**config.mk**
```make
export PLATFORM = sky130hd
export DESIGN_NAME = tlca_ctrl
export DESIGN_NICKNAME = d
export VERILOG_FILES = /design/src/design/tlca_pkg.sv /design/src/design/tlca_ctrl.sv
export SDC_FILE = /design/constraint.sdc
export NUM_CORES = 1
export LEC_CHECK = 0
export ABC_AREA = 1
export BUFFER_PORTS_ARGS = -buffer_cell sky130_fd_sc_hd__buf_2
export CAP_MARGIN = 40
export CORE_MARGIN = 3
export CORE_UTILIZATION = 35
export DETAILED_ROUTE_END_ITERATION = 12
export GPL_ROUTABILITY_DRIVEN = 0
export GPL_TIMING_DRIVEN = 0
export PLACE_DENSITY = 0.66
export SLEW_MARGIN = 20
export SYNTH_ARGS = -nofsm -noshare
export SYNTH_HDL_FRONTEND = slang
export SYNTH_SLANG_ARGS = --single-unit
```
**constraint.sdc**
```tcl
create_clock -name i_clk -period 2.5 [get_ports i_clk]
set_clock_uncertainty 0.2 [all_clocks]
set_input_delay 0.375 -clock i_clk [delete_from_list [all_inputs] [get_ports i_clk]]
set_output_delay 0.375 -clock i_clk [all_outputs]
set_load 0.005 [all_outputs]
```
**src/design/tlca_pkg.sv**
```systemverilog
package tlca_pkg;

    localparam int unsigned NodeBits = 10;
    localparam int unsigned NodeCount = 1 << NodeBits;
    localparam int unsigned DistBits = 32;
    localparam int unsigned WeightFieldBits = 16;

    typedef enum logic [1:0] {
        ACT_ROOT   = 2'd0,
        ACT_ATTACH = 2'd1,
        ACT_QUERY  = 2'd2,
        ACT_NONE   = 2'd3
    } t_action;

    typedef struct packed {
        logic [1:0]                 action;
        logic [NodeBits-1:0]        node_a;
        logic [NodeBits-1:0]        node_b;
        logic [WeightFieldBits-1:0] edge_weight;
    } t_request;

    typedef struct packed {
        logic [NodeBits-1:0] common_ancestor;
        logic [DistBits-1:0] path_distance;
    } t_result;

    // datapath operations issued by the controller
    typedef enum logic [3:0] {
        OP_IDLE,
        OP_LOAD,
        OP_RD_DEPTH,
        OP_ROOT,
        OP_ATT_WR0,
        OP_ATT_RD,
        OP_ATT_WR,
        OP_Q_ORDER,
        OP_Q_RD,
        OP_Q_LIFT,
        OP_Q_CLIMB,
        OP_Q_FIN_RD,
        OP_Q_FIN
    } t_op;

    typedef struct packed {
        t_op         op;
        logic [4:0]  level;
    } t_cmd;

    typedef struct packed {
        logic       same;
        logic       lift_bit;
        logic       climb_ok;
        logic       fill_ok;
    } t_status;

endpackage

```
**src/design/tlca_ctrl.sv**
```systemverilog
module tlca_ctrl #(
    parameter int unsigned LIFT_LEVELS = 10
) (
    input  logic              i_clk,
    input  logic              i_rst_n,
    input  logic              i_valid,
    input  logic [1:0]        i_action,
    output logic              o_stall,
    input  tlca_pkg::t_status i_status,
    output tlca_pkg::t_cmd    o_cmd,
    output logic              o_valid,
    input  logic              i_stall
);
    typedef enum logic [3:0] {
        S_IDLE, S_DEPTH, S_DISPATCH, S_ATT0, S_ATT_RD, S_ATT_WR,
        S_Q_ORDER, S_LIFT_RD, S_LIFT, S_SAME, S_CL_RD, S_CLIMB, S_FIN_RD, S_FIN, S_OUT
    } t_state;

    t_state     r_state;
    logic [4:0] r_lvl;
    logic [1:0] r_act;
    logic       r_valid;

    assign o_stall = (r_state != S_IDLE);
    assign o_valid = r_valid;
    assign o_cmd.level = r_lvl;

    always_comb begin
        unique case (r_state)
            S_IDLE:    o_cmd.op = (i_valid) ? tlca_pkg::OP_LOAD : tlca_pkg::OP_IDLE;
            S_DEPTH:   o_cmd.op = tlca_pkg::OP_RD_DEPTH;
            S_DISPATCH: o_cmd.op = (r_act == tlca_pkg::ACT_ROOT) ? tlca_pkg::OP_ROOT
                                   : tlca_pkg::OP_IDLE;
            S_ATT0:    o_cmd.op = tlca_pkg::OP_ATT_WR0;
            S_ATT_RD:  o_cmd.op = tlca_pkg::OP_ATT_RD;
            S_ATT_WR:  o_cmd.op = tlca_pkg::OP_ATT_WR;
            S_Q_ORDER: o_cmd.op = tlca_pkg::OP_Q_ORDER;
            S_LIFT_RD: o_cmd.op = tlca_pkg::OP_Q_RD;
            S_LIFT:    o_cmd.op = i_status.lift_bit ? tlca_pkg::OP_Q_LIFT : tlca_pkg::OP_IDLE;
            // depth of the lifted node bounds the joint climb
            S_SAME:    o_cmd.op = tlca_pkg::OP_RD_DEPTH;
            S_CL_RD:   o_cmd.op = tlca_pkg::OP_Q_RD;
            S_CLIMB:   o_cmd.op = i_status.climb_ok ? tlca_pkg::OP_Q_CLIMB : tlca_pkg::OP_IDLE;
            S_FIN_RD:  o_cmd.op = tlca_pkg::OP_Q_FIN_RD;
            S_FIN:     o_cmd.op = tlca_pkg::OP_Q_FIN;
            default:   o_cmd.op = tlca_pkg::OP_IDLE;
        endcase
    end

    always_ff @(posedge i_clk) begin
        if (!i_rst_n) begin
            r_state <= S_IDLE;
            r_valid <= 1'b0;
            r_lvl   <= '0;
            r_act   <= '0;
        end else begin
            unique case (r_state)
                S_IDLE: if (i_valid) begin
                    r_act   <= i_action;
                    r_state <= S_DEPTH;
                end
                S_DEPTH: r_state <= S_DISPATCH;
                S_DISPATCH: begin
                    priority case (r_act)
                        tlca_pkg::ACT_ATTACH: r_state <= S_ATT0;
                        tlca_pkg::ACT_QUERY: r_state <= S_Q_ORDER;
                        default: r_state <= S_IDLE;
                    endcase
                end
                S_ATT0: begin
                    r_lvl   <= 5'd1;
                    r_state <= S_ATT_RD;
                end
                S_ATT_RD: begin
                    if (32'(r_lvl) >= LIFT_LEVELS || !i_status.fill_ok) r_state <= S_IDLE;
                    else r_state <= S_ATT_WR;
                end
                S_ATT_WR: begin
                    r_lvl   <= r_lvl + 5'd1;
                    r_state <= S_ATT_RD;
                end
                S_Q_ORDER: begin
                    r_lvl   <= 5'(LIFT_LEVELS - 1);
                    r_state <= S_LIFT_RD;
                end
                S_LIFT_RD: r_state <= S_LIFT;
                S_LIFT: begin
                    if (r_lvl == 5'd0) r_state <= S_SAME;
                    else begin
                        r_lvl   <= r_lvl - 5'd1;
                        r_state <= S_LIFT_RD;
                    end
                end
                S_SAME: begin
                    r_lvl <= 5'(LIFT_LEVELS - 1);
                    if (i_status.same) begin
                        r_valid <= 1'b1;
                        r_state <= S_OUT;
                    end else r_state <= S_CL_RD;
                end
                S_CL_RD: r_state <= S_CLIMB;
                S_CLIMB: begin
                    if (r_lvl == 5'd0) r_state <= S_FIN_RD;
                    else begin
                        r_lvl   <= r_lvl - 5'd1;
                        r_state <= S_CL_RD;
                    end
                end
                S_FIN_RD: r_state <= S_FIN;
                S_FIN: begin
                    r_valid <= 1'b1;
                    r_state <= S_OUT;
                end
                S_OUT: if (!i_stall) begin
                    r_valid <= 1'b0;
                    r_state <= S_IDLE;
                end
                default: r_state <= S_IDLE;
            endcase
        end
    end
endmodule

```
==> qor.tcl <==
set qor(stdcell_area_um2) 1170
set qor(hold_ws_ns) 0.168
set qor(timing.critical_path.arrival_ns) 1.55
set qor(cts.hold.buffers_added) 0
set qor(ioPinCount) 21
set qor(dp_hpwl_um) 2150
set qor(share_of_cells_above_drive_strength_1_pct) 20.1
set qor(yosysMostFrequentCell) {sky130_fd_sc_hd__nand2_1}
set qor(max-slew-margin-rel_pct) 78.2
set qor(cts.clk_slew.worst_paths_ns) 0.08
set qor(number_of_synthesized_flops_with_an_enable_pin) 0
set qor(vias) 1127
set qor(min_period_ns) 2.13
set qor(cts_made_buffers) 3
set qor(worst-slew-pin-transition_ns) 0.326
set qor(core.rowCount) 18
set qor(worst_hold_start) {i_stall}
set qor(timing.critical_path.required_ns) 1.92
set qor(drt.antenna.violating_nets) 0
set qor(yosysWarningCount) 0
set qor(clock_tree.buffer_depth) 2
set qor(vias_per_cell) 5.15
set qor(totalWireLength_um) 2610
set qor(overflow) 0
set qor(synth.top_cells.by_count) {sky130_fd_sc_hd__nand2_1, sky130_fd_sc_hd__nor2_1, sky130_fd_sc_hd__inv_1}
set qor(critPathLaunchType) {flop}
set qor(ctsHtreeMaxLevel) 1
set qor(die-width_um) 59.4
set qor(critical_path.startpoint) {r_state[2]$_SDFFE_PN0P_}
set qor(hold_violations) 0
set qor(critPathMostFrequentCell) {sky130_fd_sc_hd__nor2_1}
set qor(drtIter0Drc) 52
set qor(fin_tns_setup_ns) 0
set qor(area_delta_synth_final_pct) 17.4
set qor(syn-mean-instance-area_um2) 6.05
set qor(clock-sinks) 12
set qor(slowest_stage) {sky130_fd_sc_hd__dfxtp_1}
set qor(cts-resized-gates) 0
set qor(clock_latency_on_the_worst_skew_pair_ns) 0.28
set qor(avgRoutedWirePerCell_um) 11.9
set qor(drcViolationCount) 0
set qor(finalCritPeriodShare_pct) 85.1
set qor(cts_root_buffer) {sky130_fd_sc_hd__clkbuf_4}
set qor(synth.cell_area_um2) 998
set qor(core_region_area_um2) 2590
set qor(cpPeakStageDelay_ns) 0.49
set qor(antenna-diode-count) 0
set qor(die_height_um) 59.4
set qor(yosys.area.top_type_share_pct) 24.1
set qor(rsz_0062_raised_after_global_routing) {false}
set qor(ys.flop_type) {sky130_fd_sc_hd__dfxtp_1}
set qor(grt_first_pass_wirelength_um) 4550
set qor(synth-async-reset-ratio_pct) 0
set qor(synth_sequential_area_ratio_pct) 24.1
set qor(synth_largest_area_cell) {sky130_fd_sc_hd__dfxtp_1}
set qor(grt_start_max_net_pins) 8
set qor(max_freq_mhz) 470
set qor(critPathMaxFanout) 6
set qor(postSynthNetCount) 182
set qor(cts_tree) {done}
set qor(initial_utilization_pct) 38.6
set qor(placed_area_um2) 1140
set qor(die_area_um2) 3530
set qor(vdd.ir_drop.worst_mv) 0.266
set qor(p_per_area_nw_per_um2) 508
set qor(yosys.cell_types.count) 23
set qor(outcome) {finished, final reports clean}
set qor(max_cap_violations) 0
set qor(synthCells) 165
set qor(crit-reg2reg-launch) {r_state[3]$_SDFFE_PN0P_}
set qor(grt_antenna_before_repair) 0
set qor(power_leakage_nw) 0.644
set qor(register_bit_count_reported_by_yosys) 12
set qor(grt_pass1_vias) 1011
set qor(hp-class) {input port to flop}
set qor(cp_cell_sequence) {nand2_2 -> nor2_2 -> nor2_1 -> nand2_1 -> nor2_1 -> o21ai_0 -> buf_2}
set qor(critPathKind) {flop to primary output}
set qor(drt_pass1_iterations) 4
set qor(cp-end-kind) {primary output}
set qor(timing.final.setup_violations) 0
set qor(io_buffers) 20
set qor(track_usage_pct) 16.8
set qor(ys_top_cells_by_area) {sky130_fd_sc_hd__dfxtp_1, sky130_fd_sc_hd__nand2_1, sky130_fd_sc_hd__nor2_1, sky130_fd_sc_hd__ha_1, sky130_fd_sc_hd__inv_1}
set qor(cts_post_setup_buffers_inserted) 0
set qor(drv_slew) 0
set qor(finalNetCount) 207
[cell type report]
cell class	instances	area [um^2]
fill	265	1420
multi-input combinational	132	679
sequential	12	240
timing repair buffer	20	100
inverter	21	78.8
tap	30	37.5
clock buffer	4	36.3
[power by group]
part	switching, mW	internal, mW	total [mW]
Combinational	0.128	0.0731	0.201
Clock	0.0776	0.0887	0.166
Sequential	0.0183	0.210	0.228
[placed cells by master (no fill, tap or decap), drive strengths merged]
cell type / n
nand2: 51
nand3: 12
a21o: 1
a221oi: 1
o21a: 1
nand4: 4
nor3: 1
nor2: 30
dfxtp: 12
ha: 6
or2: 2
xnor2: 1
o21ai: 8
a21oi: 12
fa: 1
clkbuf: 4
buf: 20
nand3b: 1
inv: 21
[kinds of logic (layout without fill, tap and decap cells)]
logic type / count (synthesis) / in the layout / share of synthesized area (%)
AO/OA/AOI/OAI: 23 / 23 / 12.4
buffers and inverters: 21 / 45 / 7.89
flip-flops: 12 / 12 / 24.1
AND/OR/NAND/NOR: 101 / 101 / 45.2
XOR/XNOR: 1 / 1 / 0.877
adder cells (fa/ha/maj): 7 / 7 / 9.52
[metrics by stage]
| step | utilization, % | total power, mW | instances | worst slack [ns] |
|---|---|---|---|---|
| after floorplan | - | 0.365 | 165 | 0.644 |
| after global placement | 43.9 | 0.430 | 215 | 0.485 |
| after detailed placement | 43.9 | 0.432 | 215 | 0.412 |
| after CTS | 45.3 | 0.597 | 219 | 0.378 |
| after global routing | 45.3 | 0.643 | 219 | 0.173 |
| final | 45.3 | 0.595 | 219 | 0.372 |
[layer usage]
layer	up-vias	part of all wire, %	GRT usage [%]	wire length, um
met1	487	42	23.0	1100
met4	0	1.6	5.83	42
met2	52	48	26.4	1240
met5	-	0	0	0
li1	581	-	-	-
met3	7	8.6	2.83	225
[worst paths after layout]
| kind | end | slack [ns] | depth (start not counted) |
|---|---|---|---|
| worst min register to register | o_valid$_SDFFE_PN0P_ | 0.30 | 2 |
| worst max register to register | r_lvl[4]$_SDFFE_PN0P_ | 0.38 | 11 |
| worst min-delay path | o_valid$_SDFFE_PN0P_ | 0.17 | 3 |
| worst max-delay path | o_cmd[7] | 0.37 | 7 |
[registers in the layout (all words and copies together) (netlist names)]
signal   flops
r_state      4
r_lvl        5
o_valid      1
r_act        2
[critical path, delay by kind of cell (launching register included)]
family,cells,cell delay (ns)
simple gates,5,0.54
buf+inv,1,0.15
flops,1,0.49
compound gates,1,0.09
No activity file was read; power rests on OpenSTA's default activity.
